[config.mk]
export PLATFORM = sky130hd
export DESIGN_NAME = crc_checked_record_sanitizer
export DESIGN_NICKNAME = d
export VERILOG_FILES = /design/src/sv/ccrs_pkg.sv /design/src/sv/crc_checked_record_sanitizer.sv
export VERILOG_INCLUDE_DIRS = /design/src /design/src/sv
export SDC_FILE = /design/constraint.sdc
export NUM_CORES = 1
export LEC_CHECK = 0
export ABC_AREA = 1
export ABC_CLOCK_PERIOD_IN_PS = 4900
export BUFFER_PORTS_ARGS = -buffer_cell sky130_fd_sc_hd__buf_2
export CORE_MARGIN = 1.5
export CORE_UTILIZATION = 65
export CTS_BUF_LIST = sky130_fd_sc_hd__clkbuf_8
export CTS_CLUSTER_DIAMETER = 200
export DETAILED_ROUTE_END_ITERATION = 8
export MAX_ROUTING_LAYER = met4
export PLACE_DENSITY = 0.93
export SLEW_MARGIN = 20
export SYNTH_ARGS = -nofsm -noshare
export SYNTH_HDL_FRONTEND = slang
export SYNTH_SLANG_ARGS = --single-unit
[constraint.sdc]
create_clock -name clk -period 4.9 [get_ports clk]
set_input_delay 0.245 -clock clk [delete_from_list [all_inputs] [get_ports clk]]
set_output_delay 0.245 -clock clk [all_outputs]
set_load 0.05 [all_outputs]
[src/sv/crc_checked_record_sanitizer_macros.svh]
// Assertion macros shared by the sanitizer RTL.
`ifndef CRC_CHECKED_RECORD_SANITIZER_MACROS_SVH
`define CRC_CHECKED_RECORD_SANITIZER_MACROS_SVH

`ifndef SYNTHESIS

// Check a property on every rising clock edge outside reset.
`define CCRS_ASSERT(label, prop) \
  label: assert property (@(posedge clk) disable iff (!rst_n) (prop)) \
    else $error("sanitizer check failed");

// Check that a condition in one cycle implies another in the next cycle.
`define CCRS_ASSERT_NEXT(label, ante, cons) \
  label: assert property (@(posedge clk) disable iff (!rst_n) (ante) |=> (cons)) \
    else $error("sanitizer sequence check failed");

`else

`define CCRS_ASSERT(label, prop)
`define CCRS_ASSERT_NEXT(label, ante, cons)

`endif

`endif

[src/sv/ccrs_pkg.sv]
// Types, constants and the CRC step shared by the record sanitizer.
`timescale 1ns / 1ps

package ccrs_pkg;

  localparam int NAME_BYTES_DEF    = 10;
  localparam int SCORE_ENTRIES_DEF = 8;
  localparam int RECORD_BASE       = 18;

  localparam logic [31:0] CRC_POLY     = 32'hedb88320;
  localparam logic [31:0] CRC_INIT     = 32'hffffffff;
  localparam logic [31:0] MAGIC_WORD   = 32'h31525351;
  localparam logic [7:0]  VERSION_CODE = 8'd1;
  localparam logic [7:0]  PRINT_LO     = 8'd32;
  localparam logic [7:0]  PRINT_HI     = 8'd127;

  // Byte offsets of the header fields, settings block and play count, and the magic length.
  localparam logic [7:0] OFS_VERSION    = 8'd4;
  localparam logic [7:0] OFS_BODY_LEN   = 8'd5;
  localparam logic [7:0] OFS_DIFFICULTY = 8'd6;
  localparam logic [7:0] OFS_SHAKE      = 8'd7;
  localparam logic [7:0] OFS_BRIGHTNESS = 8'd8;
  localparam logic [7:0] OFS_FPS_FLAG   = 8'd9;
  localparam logic [7:0] OFS_VSYNC      = 8'd10;
  localparam logic [7:0] OFS_STAGE_CAP  = 8'd11;
  localparam logic [7:0] OFS_CLEARS     = 8'd12;
  localparam logic [7:0] OFS_PLAY_LO    = 8'd14;
  localparam logic [7:0] OFS_PLAY_HI    = 8'd17;
  localparam logic [7:0] MAGIC_BYTES    = 8'd4;

  typedef enum logic [2:0] {
    VERDICT_OK         = 3'd0,
    VERDICT_SHORT      = 3'd1,
    VERDICT_BAD_MAGIC  = 3'd2,
    VERDICT_BAD_HEADER = 3'd3,
    VERDICT_BAD_CRC    = 3'd4
  } verdict_t;

  // One byte of reflected CRC-32, eight shift steps.
  function automatic logic [31:0] crc_byte_update(input logic [31:0] crc_in,
                                                  input logic [7:0]  data_in);
    logic [31:0] c;
    c = crc_in ^ {24'd0, data_in};
    for (int k = 0; k < 8; k++) begin
      c = (c >> 1) ^ (CRC_POLY & {32{c[0]}});
    end
    return c;
  endfunction

endpackage

[src/sv/crc_checked_record_sanitizer.sv]
// Byte-serial settings-and-score blob sanitizer with CRC-32 verdict.
`timescale 1ns / 1ps
// Timing: an accepted request lands in the input register, and its result is
//   loaded into the output register while that register is empty or being
//   drained.
// Throughput: one byte per cycle while the output keeps draining; the byte-wide CRC
//   update, field clamps and verdict compare sit between input and output registers.
// Reset: rst_n is synchronous, active low; it clears the valid flags and the
//   blob tracking state (offset 0, CRC all ones, header checks passing).

`include "crc_checked_record_sanitizer_macros.svh"

module crc_checked_record_sanitizer
  import ccrs_pkg::*;
#(
  parameter int NAME_BYTES    = NAME_BYTES_DEF,
  parameter int SCORE_ENTRIES = SCORE_ENTRIES_DEF
) (
  input  logic        clk,
  input  logic        rst_n,
  input  logic        in_tvalid,
  output logic        in_tready,
  input  logic [7:0]  in_tdata,   // [7:0] data_byte
  input  logic        in_tlast,   // final_byte
  output logic        out_tvalid,
  input  logic        out_tready,
  output logic [23:0] out_tdata,  // [7:0] offset, [15:8] clean_value, [18:16] verdict
  output logic        out_tuser,  // is_field
  output logic        out_tlast   // done_res
);

  // Blob layout derived from the record geometry.
  localparam int RECORD_SPAN = NAME_BYTES + 8;
  localparam int CRC_SPAN    = RECORD_BASE + SCORE_ENTRIES * RECORD_SPAN;
  localparam int TOTAL_SPAN  = CRC_SPAN + 4;
  localparam int REC_W       = $clog2(RECORD_SPAN);

  localparam logic [7:0]       CRC_SPAN_B    = 8'(CRC_SPAN);
  localparam logic [7:0]       TOTAL_LAST_B  = 8'(TOTAL_SPAN - 1);
  localparam logic [7:0]       TOTAL_SPAN_B  = 8'(TOTAL_SPAN);
  localparam logic [7:0]       REC_BASE_B    = 8'(RECORD_BASE);
  localparam logic [REC_W-1:0] REC_LAST      = REC_W'(RECORD_SPAN - 1);
  localparam logic [REC_W-1:0] REC_STAGE     = REC_W'(NAME_BYTES);
  localparam logic [REC_W-1:0] REC_DIFF      = REC_W'(NAME_BYTES + 1);
  localparam logic [REC_W-1:0] REC_SCORE_END = REC_W'(NAME_BYTES + 6);

  // Input register.
  logic       s1_valid_r;
  logic [7:0] s1_data_r;
  logic       s1_last_r;

  // Blob tracking state.
  logic [7:0]       pos_r,       pos_nxt;
  logic [REC_W-1:0] rec_r,       rec_nxt;
  logic [31:0]      crc_r,       crc_nxt;
  logic [31:0]      stored_r,    stored_nxt;
  logic             magic_ok_r,  magic_ok_nxt;
  logic             header_ok_r, header_ok_nxt;

  // Output register.
  logic       out_valid_r;
  logic [7:0] out_offset_r;
  logic [7:0] out_clean_r;
  logic       out_field_r;
  logic       out_done_r;
  verdict_t   out_verdict_r;

  logic       adv;
  logic [7:0] v;
  logic [7:0] clean_val;
  logic       is_fld;
  logic       in_records;
  verdict_t   verdict_val;
  logic [7:0] crc_ofs;
  logic [7:0] magic_byte;

  // Advance the input register into the output register whenever the output
  // register is empty or being drained this cycle.
  assign adv       = s1_valid_r && (!out_valid_r || out_tready);
  assign in_tready = !s1_valid_r || adv;
  assign v         = s1_data_r;

  assign in_records = (pos_r >= REC_BASE_B) && (pos_r < CRC_SPAN_B);
  assign crc_ofs    = pos_r - CRC_SPAN_B;
  assign magic_byte = MAGIC_WORD[{pos_r[1:0], 3'b000} +: 8];

  // Header checks, CRC over the magic, header and body, and capture of the stored CRC.
  always_comb begin
    magic_ok_nxt  = magic_ok_r;
    header_ok_nxt = header_ok_r;
    crc_nxt       = crc_r;
    stored_nxt    = stored_r;
    if (pos_r < MAGIC_BYTES) begin
      if (v != magic_byte) magic_ok_nxt = 1'b0;
    end else if (pos_r == OFS_VERSION) begin
      if (v != VERSION_CODE) header_ok_nxt = 1'b0;
    end else if (pos_r == OFS_BODY_LEN) begin
      if (v != CRC_SPAN_B) header_ok_nxt = 1'b0;
    end
    if (pos_r < CRC_SPAN_B) begin
      crc_nxt = crc_byte_update(crc_r, v);
    end else if (pos_r < TOTAL_SPAN_B) begin
      stored_nxt[{crc_ofs[1:0], 3'b000} +: 8] = stored_r[{crc_ofs[1:0], 3'b000} +: 8] | v;
    end
  end

  // Verdict on the final byte, checked in priority order.
  always_comb begin
    verdict_val = VERDICT_OK;
    if (s1_last_r) begin
      priority if (pos_r < TOTAL_LAST_B) verdict_val = VERDICT_SHORT;
      else if (!magic_ok_nxt)            verdict_val = VERDICT_BAD_MAGIC;
      else if (!header_ok_nxt)           verdict_val = VERDICT_BAD_HEADER;
      else if (stored_nxt != ~crc_nxt)   verdict_val = VERDICT_BAD_CRC;
      else                               verdict_val = VERDICT_OK;
    end
  end

  // Clamp settings, play count and records; header, pad, CRC, extra bytes read zero.
  always_comb begin
    clean_val = 8'd0;
    is_fld    = 1'b0;
    priority if (pos_r >= OFS_DIFFICULTY && pos_r <= OFS_CLEARS) begin
      is_fld = 1'b1;
      unique case (pos_r)
        OFS_DIFFICULTY: clean_val = (v > 8'd2) ? 8'd1 : v;
        OFS_SHAKE:      clean_val = (v != 8'd0) ? 8'd1 : 8'd0;
        OFS_BRIGHTNESS: clean_val = (v > 8'd4) ? 8'd3 : v;
        OFS_FPS_FLAG:   clean_val = (v != 8'd0) ? 8'd1 : 8'd0;
        OFS_VSYNC:      clean_val = (v > 8'd2) ? 8'd0 : v;
        OFS_STAGE_CAP:  clean_val = (v < 8'd1 || v > 8'd5) ? 8'd1 : v;
        default:        clean_val = v;
      endcase
    end else if (pos_r >= OFS_PLAY_LO && pos_r <= OFS_PLAY_HI) begin
      is_fld    = 1'b1;
      clean_val = v;
    end else if (in_records) begin
      priority if (rec_r < REC_STAGE) begin
        is_fld    = 1'b1;
        clean_val = (v >= PRINT_LO && v < PRINT_HI) ? v : 8'd0;
      end else if (rec_r == REC_STAGE) begin
        is_fld    = 1'b1;
        clean_val = (v > 8'd6) ? 8'd1 : v;
      end else if (rec_r == REC_DIFF) begin
        is_fld    = 1'b1;
        clean_val = (v > 8'd2) ? 8'd1 : v;
      end else if (rec_r < REC_SCORE_END) begin
        is_fld    = 1'b1;
        clean_val = v;
      end else begin
        is_fld    = 1'b0;
      end
    end else begin
      is_fld = 1'b0;
    end
  end

  // Advance the offset and the position within a record; the final byte
  // returns everything to the start of a blob.
  always_comb begin
    pos_nxt = pos_r;
    rec_nxt = rec_r;
    if (s1_last_r) begin
      pos_nxt = 8'd0;
      rec_nxt = '0;
    end else begin
      if (pos_r != 8'hff) pos_nxt = pos_r + 8'd1;
      if (in_records) rec_nxt = (rec_r == REC_LAST) ? '0 : rec_r + REC_W'(1);
    end
  end

  // Input register: take a new request whenever it is free or draining.
  always_ff @(posedge clk) begin
    if (!rst_n) begin
      s1_valid_r <= 1'b0;
    end else if (in_tready) begin
      s1_valid_r <= in_tvalid;
    end
    if (in_tready && in_tvalid) begin
      s1_data_r <= in_tdata;
      s1_last_r <= in_tlast;
    end
  end

  // Blob tracking state, committed as each byte moves to the output.
  always_ff @(posedge clk) begin
    if (!rst_n) begin
      pos_r       <= 8'd0;
      rec_r       <= '0;
      crc_r       <= CRC_INIT;
      stored_r    <= 32'd0;
      magic_ok_r  <= 1'b1;
      header_ok_r <= 1'b1;
    end else if (adv) begin
      pos_r <= pos_nxt;
      rec_r <= rec_nxt;
      if (s1_last_r) begin
        crc_r       <= CRC_INIT;
        stored_r    <= 32'd0;
        magic_ok_r  <= 1'b1;
        header_ok_r <= 1'b1;
      end else begin
        crc_r       <= crc_nxt;
        stored_r    <= stored_nxt;
        magic_ok_r  <= magic_ok_nxt;
        header_ok_r <= header_ok_nxt;
      end
    end
  end

  // Output register: hold until taken, reload on advance.
  always_ff @(posedge clk) begin
    if (!rst_n) begin
      out_valid_r <= 1'b0;
    end else if (adv) begin
      out_valid_r <= 1'b1;
    end else if (out_tready) begin
      out_valid_r <= 1'b0;
    end
    if (adv) begin
      out_offset_r  <= pos_r;
      out_clean_r   <= clean_val;
      out_field_r   <= is_fld;
      out_done_r    <= s1_last_r;
      out_verdict_r <= verdict_val;
    end
  end

  assign out_tvalid = out_valid_r;
  assign out_tdata  = {5'd0, out_verdict_r, out_clean_r, out_offset_r};
  assign out_tuser  = out_field_r;
  assign out_tlast  = out_done_r;

  // A result that does not close a blob always carries the ok code.
  `CCRS_ASSERT(a_verdict_only_on_done,
    (out_valid_r && !out_done_r) |-> (out_verdict_r == VERDICT_OK))

  // Field bytes only come from the settings block, the play count or the records.
  `CCRS_ASSERT(a_field_in_body,
    (out_valid_r && out_field_r) |-> (out_offset_r >= OFS_DIFFICULTY && out_offset_r < CRC_SPAN_B))

  // The final byte returns the tracker to the start of a blob.
  `CCRS_ASSERT_NEXT(a_restart_after_final, adv && s1_last_r,
    pos_r == 8'd0 && rec_r == '0 && crc_r == CRC_INIT && magic_ok_r && header_ok_r)

  // Any other byte moves the offset on by one until it saturates.
  `CCRS_ASSERT_NEXT(a_offset_steps, adv && !s1_last_r && pos_r != 8'hff,
    pos_r == $past(pos_r) + 8'd1)

endmodule
# Word level (Yosys, flattened, before mapping)
# Cells that the tools add are included.
# totals
register_bits	111
inputBits	13
output_inout_bits	28
elab_cells	140
# op_classes
n_addsub	4
magnitude_cmp	18
n_eq_ne	16
n_shift	4
mux	46
n_bitwise	14
n_reduce_logical	21
# ops
operator	count
$xor 31x32->32	8
$mux 32	5
$mux 8	15
$pmux 8 s5	1
$bwmux 32	1
$eq 8x3->1 const B	4
$eq 8x4->1 const B	4
$ne 32x32->1	1
$not 32->32	1
$shift 8x7->32 const A	1
$shiftx 32x6->8	1
$shiftx 32x6->8 const A	1
$shiftx 8x7->32	1
$xor 32x8->32	1
$gt 8x3->1 const B	3
$lt 8x8->1 const B	3
$mux 1	18
$ne 8x8->1 const B	2
$mux 5	3
$eq 5x4->1 const B	2
$add 8x1->8 const B	1
$ge 8x3->1 const B	1
$ge 8x4->1 const B	1
$ge 8x5->1 const B	1
27 further kinds	43

# Logic depth before layout (Yosys ltp)
# Gate-level depths: netlist (run 1).
# logic_depth
word_depth	16
ltp_mapped	20
mapped_depth_nobuf	18

# Worst setup path after synthesis (run 1)
# OpenSTA, ideal clock, no wires.
# synth_path
path_type	reg-to-reg
startpoint	register pos_r[0]
endpoint	register out_verdict_r[2], data pin
t_arrival_ns	2.309
setup_slack_ns	2.334
path_stages_with_launch	15
path_buffers	1
cell_sequence	dfxtp_1 -> inv_1 -> buf_2 -> ha_1 -> inv_1 -> nor3_1 -> nand2_2 -> o21ai_1 -> inv_1 -> nand2_1 -> nand2_1 -> nor2_1 -> nand3_1 -> nor2_1 -> a21oi_1
# synth_between
elab_chain_len	9
# synth_rtl
element	line	source
from (decl)	crc_checked_record_sanitizer.sv:53	logic [7:0] pos_r, pos_nxt;
from (signal assigned)	crc_checked_record_sanitizer.sv:195	pos_r <= pos_nxt;
$sub 2x2->2	crc_checked_record_sanitizer.sv:84	assign crc_ofs = pos_r - CRC_SPAN_B;
$shiftx 32x6->8	crc_checked_record_sanitizer.sv:103	stored_nxt[{crc_ofs[1:0], 3'b000} +: 8] = stored_r[{crc_ofs[1:0], 3'b000} +: 8] | v;
$or 8x8->8	crc_checked_record_sanitizer.sv:103	
$shiftx 8x7->32	crc_checked_record_sanitizer.sv:103	
$bwmux 32	crc_checked_record_sanitizer.sv:103	
$mux 32	crc_checked_record_sanitizer.sv:102	end else if (pos_r < TOTAL_SPAN_B) begin
$mux 32	crc_checked_record_sanitizer.sv:100	if (pos_r < CRC_SPAN_B) begin
$ne 32x32->1	crc_checked_record_sanitizer.sv:114	else if (stored_nxt != ~crc_nxt) verdict_val = VERDICT_BAD_CRC;
$mux 3	crc_checked_record_sanitizer.sv:114	
to (signal assigned)	crc_checked_record_sanitizer.sv:225	out_verdict_r <= verdict_val;
to (decl)	crc_checked_record_sanitizer.sv:66	verdict_t out_verdict_r;
# Several ways; a longest one is shown, not always the timed one.
# A chain may end at the register's enable or synchronous reset.

# Worst setup path in the final report (run 1)
# Same ends and word-level chain as after synthesis.

==> out/metrics.csv, run 1 <==
metric,value,unit
Netlist cell types,46,
placed cell area,8280,µm²
Yosys warnings,0,
Root Buffer,clkbuf_8,
# diodes,0,
Non-Filler Instances,1498,
sequential area share after synthesis,31.3,%
"Primary FF master, synth",dfxtp_1,
final hold vios,0,
DIE AREA,13100,µm²
vias in the first global route,7598,
critical path endpoint category,register,
vias per std cell,5.91,
Worst Path Required,5.07,ns
measured slew at the worst slew-check pin,0.837,ns
H-Tree Level Count,3,
"most common cell after layout, fill and taps aside",nand2_1,
status,completed,
GPL Wtd Cong,1.03,
"Arr. time, crit path",3.51,ns
critical path startpoint category,register,
first-pass GRT wire length,39600,µm
drt wl/cell,16.9,µm
core box area,12100,µm²
Final min period,3.34,ns
Syn Std Cell Area,8050,µm²
router iterations before antenna repair,6,
area growth from synthesis to layout,5.30,%
Starting Density,66.8,%
CTS max path bufs,2,
"Clk pin slew, worst setup/hold paths",0.11,ns
Leak,0.00396,µW
CTS Buf Count,9,
largest net degree at the start of global routing,76,
DIE HEIGHT,114,µm
most used cell along the critical path,inv_1,
Final #Nets,1348,
most frequent cells in the layout,"nand2_1 (529), nand3_1 (141), inv_1 (127)",
I/O Buffers,35,
Max transition margin,44.1,%
CTS tree,built,
setup tns final,0,ns
number of hold buffers added after cts,0,
"Slowest-stage cell, CP",ha_1,
Tcrit/Tclk final,68.2,%
Yosys reg bits,111,
Pwr Total,2240,µW
Peak Freq,299,MHz
min-delay worst type,primary input to register,
Skew-Pair Late Insertion Delay,0.40,ns
Num Clock Sinks,111,
fin area,8480,µm²
Routed Wire Length,25400,µm
antenna violations before repair,0,
GRT Util Overall,40.7,%
RSZ-0062 raised after global routing,no,
Ports,41,
placed instance count,1482,
Mapped Avg Cell Area,6.13,µm²
Crit Path Max Fanout,27,
"critical path, cell by cell",buf_4 > inv_1 > ha_1 > inv_1 > nor3_1 > nand2_2 > o21ai_1 > inv_1 > nand2_1 > nand2_1 > nor2_1 > nand3_1 > nor2_1 > a21oi_1,
via count,8856,
Final ANT Viol Nets,0,
final hold slack,0.0185,ns
Post-CTS Setup Repair Bufs,0,
post-detail-place hpwl,19100,µm
Chip Width,114,µm
Crit path largest cell delay,0.58,ns
Post-synth EDFFs,30,
"Async S/R FF share, synth",0,%
layout cells sized above 1,7.97,%
maxcap violations,0,
Gate Count Post-Synth,1314,
maximum VDD drop,0.000239,V
GRT overflow,0,
Rows,40,
clock skew,0.0150,ns
Setup Viol. Count Final,0,
WS Path Type,register to register,
initial drt markers,1269,
Filler cells,1101,
post-cts sizing count,0,
Residual DRC,0,
Pwr Density,264,nW/µm²
Max Slew Vio Count,0,
## critical path: cells and delay by family, from the launching register on
kind	cells	cell delay (ns)
compound gates	2	0.29
fa+ha+maj	1	0.58
simple gates	7	0.94
buf+inv	4	0.96
flops	1	0.33
## cell usage after synthesis (2+ instances only)
cell,n,area share (%)
nor2_2,2,0.16
buf_6,2,0.28
nor2_1,73,3.4
a21oi_1,83,5.2
a211oi_1,5,0.47
xor2_1,13,1.4
nand2_2,13,1.0
inv_2,8,0.37
nand3_2,5,0.62
clkbuf_1,19,0.89
nor3_4,3,0.61
o21ai_1,8,0.50
edfxtp_1,30,11
nand2_4,3,0.42
or2_1,3,0.23
inv_1,128,6.0
buf_2,15,0.93
xnor2_1,3,0.33
nand4_1,11,0.85
o21ai_0,44,2.7
nor3_1,17,1.1
nor2_4,3,0.42
dfxtp_1,81,20
a31oi_1,3,0.23
o21ai_2,5,0.54
nor2_8,2,0.50
nor4_1,2,0.16
nand3_1,141,8.8
clkinv_1,2,0.093
nand3b_1,3,0.28
o22ai_1,3,0.23
buf_1,2,0.093
ha_1,10,1.6
a21o_1,2,0.19
nand2_1,530,25
o211ai_1,17,1.6
buf_4,9,0.84
o21a_1,3,0.28
## registers in the layout, summed over array words and instances (netlist names)
signal	count
crc_r	32
stored_r	32
out_clean_r	8
out_offset_r	8
pos_r	8
s1_data_r	8
rec_r	5
out_verdict_r	3
header_ok_r	1
magic_ok_r	1
out_tlast	1
out_tuser	1
out_tvalid	1
s1_last_r	1
s1_valid_r	1
## power by group
part           total (µW)  switching [µW]  internal [µW]  leakage [µW]
registers            1010            38.0            976      0.000950
logic                 636             461            176       0.00290
clock network         588             333            254      0.000106
total                2240             832           1410       0.00396
## layer usage
layer / wire, µm / global-route usage, % / share of wire, %
met5: 0 / - / 0
met4: 941 / 16.8 / 3.7
met3: 3550 / 8.95 / 14
met2: 10500 / 58.4 / 41
met1: 10400 / 55.7 / 41
## per-stage QoR
step	utilization, %	setup slack, ns
final	70.3	1.56
after global routing	70.3	1.19
after CTS	70.3	1.61
after detailed placement	68.6	1.64
after global placement	68.6	1.69
after floorplan	-	2.33
## kinds of logic after synthesis
| family | after synthesis | share of synthesized area (%) |
|---|---|---|
| buffers and inverters | 185 | 9.46 |
| other | 1 | 0.0466 |
| AO/OA/AOI/OAI | 179 | 12.6 |
| AND/OR/NAND/NOR | 812 | 43.3 |
| XOR/XNOR | 16 | 1.74 |
| adder cells (fa/ha/maj) | 10 | 1.55 |
| flip-flops | 111 | 31.3 |
## final timing paths
path                startpoint                to  slack [ns]  cells past startpoint
hold reg to reg   stored_r[24]      stored_r[24]        0.49                      2
hold / removal     in_tdata[3]      s1_data_r[3]        0.02                      1
setup reg to reg      pos_r[0]  out_verdict_r[2]        1.56                     14
setup / recovery      pos_r[0]  out_verdict_r[2]        1.56                     14
## layout make-up
cell class	instances	area (µm²)	share of cell area, %
clock buffers	10	138	1.62
clock inverters	6	67.6	0.797
inverters	138	518	6.11
multi-input cells	1022	4790	56.5
flip-flops and latches	111	2520	29.7
well taps	168	210	2.48
repair buffers	43	235	2.77
Power figures use the tool's default switching activity.
==> run 2: changes to the inputs <==
--- a/config.mk
+++ b/config.mk
@@ -7,15 +7,15 @@
 export NUM_CORES = 1
 export LEC_CHECK = 0
 export ABC_AREA = 1
-export ABC_CLOCK_PERIOD_IN_PS = 4900
+export ABC_CLOCK_PERIOD_IN_PS = 2800
 export BUFFER_PORTS_ARGS = -buffer_cell sky130_fd_sc_hd__buf_2
 export CORE_MARGIN = 1.5
-export CORE_UTILIZATION = 65
+export CORE_UTILIZATION = 58
 export CTS_BUF_LIST = sky130_fd_sc_hd__clkbuf_8
 export CTS_CLUSTER_DIAMETER = 200
 export DETAILED_ROUTE_END_ITERATION = 8
 export MAX_ROUTING_LAYER = met4
-export PLACE_DENSITY = 0.93
+export PLACE_DENSITY = 0.88
 export SLEW_MARGIN = 20
 export SYNTH_ARGS = -nofsm -noshare
 export SYNTH_HDL_FRONTEND = slang
==> constraint.sdc (replaced) <==
create_clock -name clk -period 2.8 [get_ports clk]
set_input_delay 0.14 -clock clk [delete_from_list [all_inputs] [get_ports clk]]
set_output_delay 0.14 -clock clk [all_outputs]
set_load 0.05 [all_outputs]
==> run 2 against run 1 <==
Effect of this change: global-route usage down 2.2 points; combinational power up 89%; non-clock buffer count up 47; register-to-register slack worse by 1.4 ns; critical path depth unchanged; highest routed layer unchanged.
==> out/metrics.csv, run 2 (same netlist as run 1, synthesis figures left out) <==
metric,value,unit
vias per std cell,5.75,
DIE HEIGHT,121,µm
setup tns final,0,ns
Final #Nets,1395,
maxcap violations,0,
clock skew,0.0221,ns
Pwr Density,443,nW/µm²
I/O Buffers,35,
CTS tree,built,
Leak,0.00419,µW
hold wc startpoint,out_tready,
GRT overflow,0,
antenna violations before repair,0,
core box area,13400,µm²
Final min period,2.64,ns
R2R depth,14,
CTS Buf Count,9,
"most common cell after layout, fill and taps aside",nand2_1,
router iterations before antenna repair,6,
Root Buffer,clkbuf_8,
Tcrit/Tclk final,94.4,%
"Clk pin slew, worst setup/hold paths",0.11,ns
Chip Width,121,µm
Starting Density,60.1,%
post-layout util,66.4,%
worst hold path depth,4,
"reg-to-reg slack, setup",0.16,ns
maximum VDD drop,0.000360,V
RSZ-0062 raised after global routing,no,
Peak Freq,378,MHz
R2R Path Start,pos_r[4],
area growth from synthesis to layout,10.4,%
Final ANT Viol Nets,0,
final hold vios,0,
# diodes,0,
Skew-Pair Late Insertion Delay,0.41,ns
post-detail-place hpwl,20900,µm
min-delay worst type,primary input to register,
via count,8922,
Ports,41,
Max Slew Vio Count,0,
drt wl/cell,17.7,µm
layout cells sized above 1,10.9,%
Worst Path Required,2.95,ns
status,completed,
vias in the first global route,7609,
Setup Viol. Count Final,0,
Filler cells,1274,
DIE AREA,14600,µm²
initial drt markers,1212,
pre-CTS WS,0.120,ns
Crit Path Max Fanout,34,
critical path startpoint category,register,
Rows,42,
WS Path Type,register to register,
Residual DRC,0,
Max transition margin,43.4,%
Routed Wire Length,27400,µm
fin area,8890,µm²
"Arr. time, crit path",2.80,ns
placed cell area,8550,µm²
most frequent cells in the layout,"nand2_1 (526), nand3_1 (141), inv_1 (124)",
hold endpoint,out_tvalid,
reg2reg end,out_verdict_r[2],
H-Tree Level Count,3,
final hold slack,0.0483,ns
largest net degree at the start of global routing,67,
GPL Wtd Cong,1.06,
CTS max path bufs,2,
largest registers,"crc_r: 32 flops, stored_r: 32 flops",
GRT Util Overall,38.5,%
measured slew at the worst slew-check pin,0.848,ns
final worst slack,0.157,ns
critical path endpoint category,register,
first-pass GRT wire length,41300,µm
Num Clock Sinks,111,
[run 2: changes by cell type in the layout (fill, tap and decap cells not counted), sizes merged]
cell         previous run  this run
dlygate4sd3             0        10
bufinv                  1         0
buf                    43        80
clkbuf                 10         9
clkinvlp                0         1
inv                   137       140
clkinv                  6         4
[run 2: layout make-up]
cell class	instances	area, µm²	share of cell area, %
sequential	111	2520	28.4
multi-input combinational	1022	4800	54.0
inverter	138	520	5.85
timing repair buffer	90	651	7.32
clock inverter	7	53.8	0.605
tap	176	220	2.48
clock buffer	9	124	1.39
[run 2: worst max-delay path, cell delays in order (launching register included)]
cell and delay, ns:
dfxtp_1 0.47, inv_2 0.12, nand2_2 0.13, nor2_8 0.06, nand2_1 0.07, nand2_2 0.12, buf_12 0.20, o21ai_0 0.49
o211ai_1 0.17, nand2_1 0.10, nand2_1 0.05, nor2_1 0.15, nand2_1 0.07, nor2_1 0.10, a21oi_1 0.06
[run 2: report_power, final]
group	leakage, µW	internal, µW	switching [µW]
clock	0.0000900	337	634
combinational	0.00314	355	847
sequential	0.000951	1710	62.9
[run 2: how the worst max path moves through the flow]
stage                       endpoint  slack, ns          from
global route        out_verdict_r[2]       0.01  s1_data_r[6]
finish              out_verdict_r[2]       0.16      pos_r[4]
CTS                 out_verdict_r[2]       0.08  s1_data_r[6]
floorplan           out_verdict_r[2]       0.23      pos_r[0]
global placement    out_verdict_r[2]       0.11  s1_data_r[6]
detailed placement  out_verdict_r[2]       0.12  s1_data_r[6]
[run 2: per-layer routing]
metal / vias to the layer above / track usage (%) / wire length [µm] / share of wire (%)
li1: 4352 / - / - / -
met1: 3982 / 55.0 / 12000 / 44
met2: 529 / 54.9 / 11600 / 42
met3: 59 / 7.59 / 3120 / 11
met4: 0 / 12.1 / 734 / 2.7
met5: - / - / 0 / 0
[run 2: per-stage QoR]
step | total power, µW | instances
after global routing | 4110 | 1553
after detailed placement | 2940 | 1520
after floorplan | 2600 | 1318
after CTS | 3890 | 1546
after global placement | 2930 | 1520
final | 3940 | 1553
[run 2: timing repair]
item | CTS | global route
hold buffers | 10 | 0
endpoints found under the hold margin | 10 | 0
gates resized for setup | 0 | 9
setup endpoints to repair | 0 | 1
setup buffers | 0 | 7
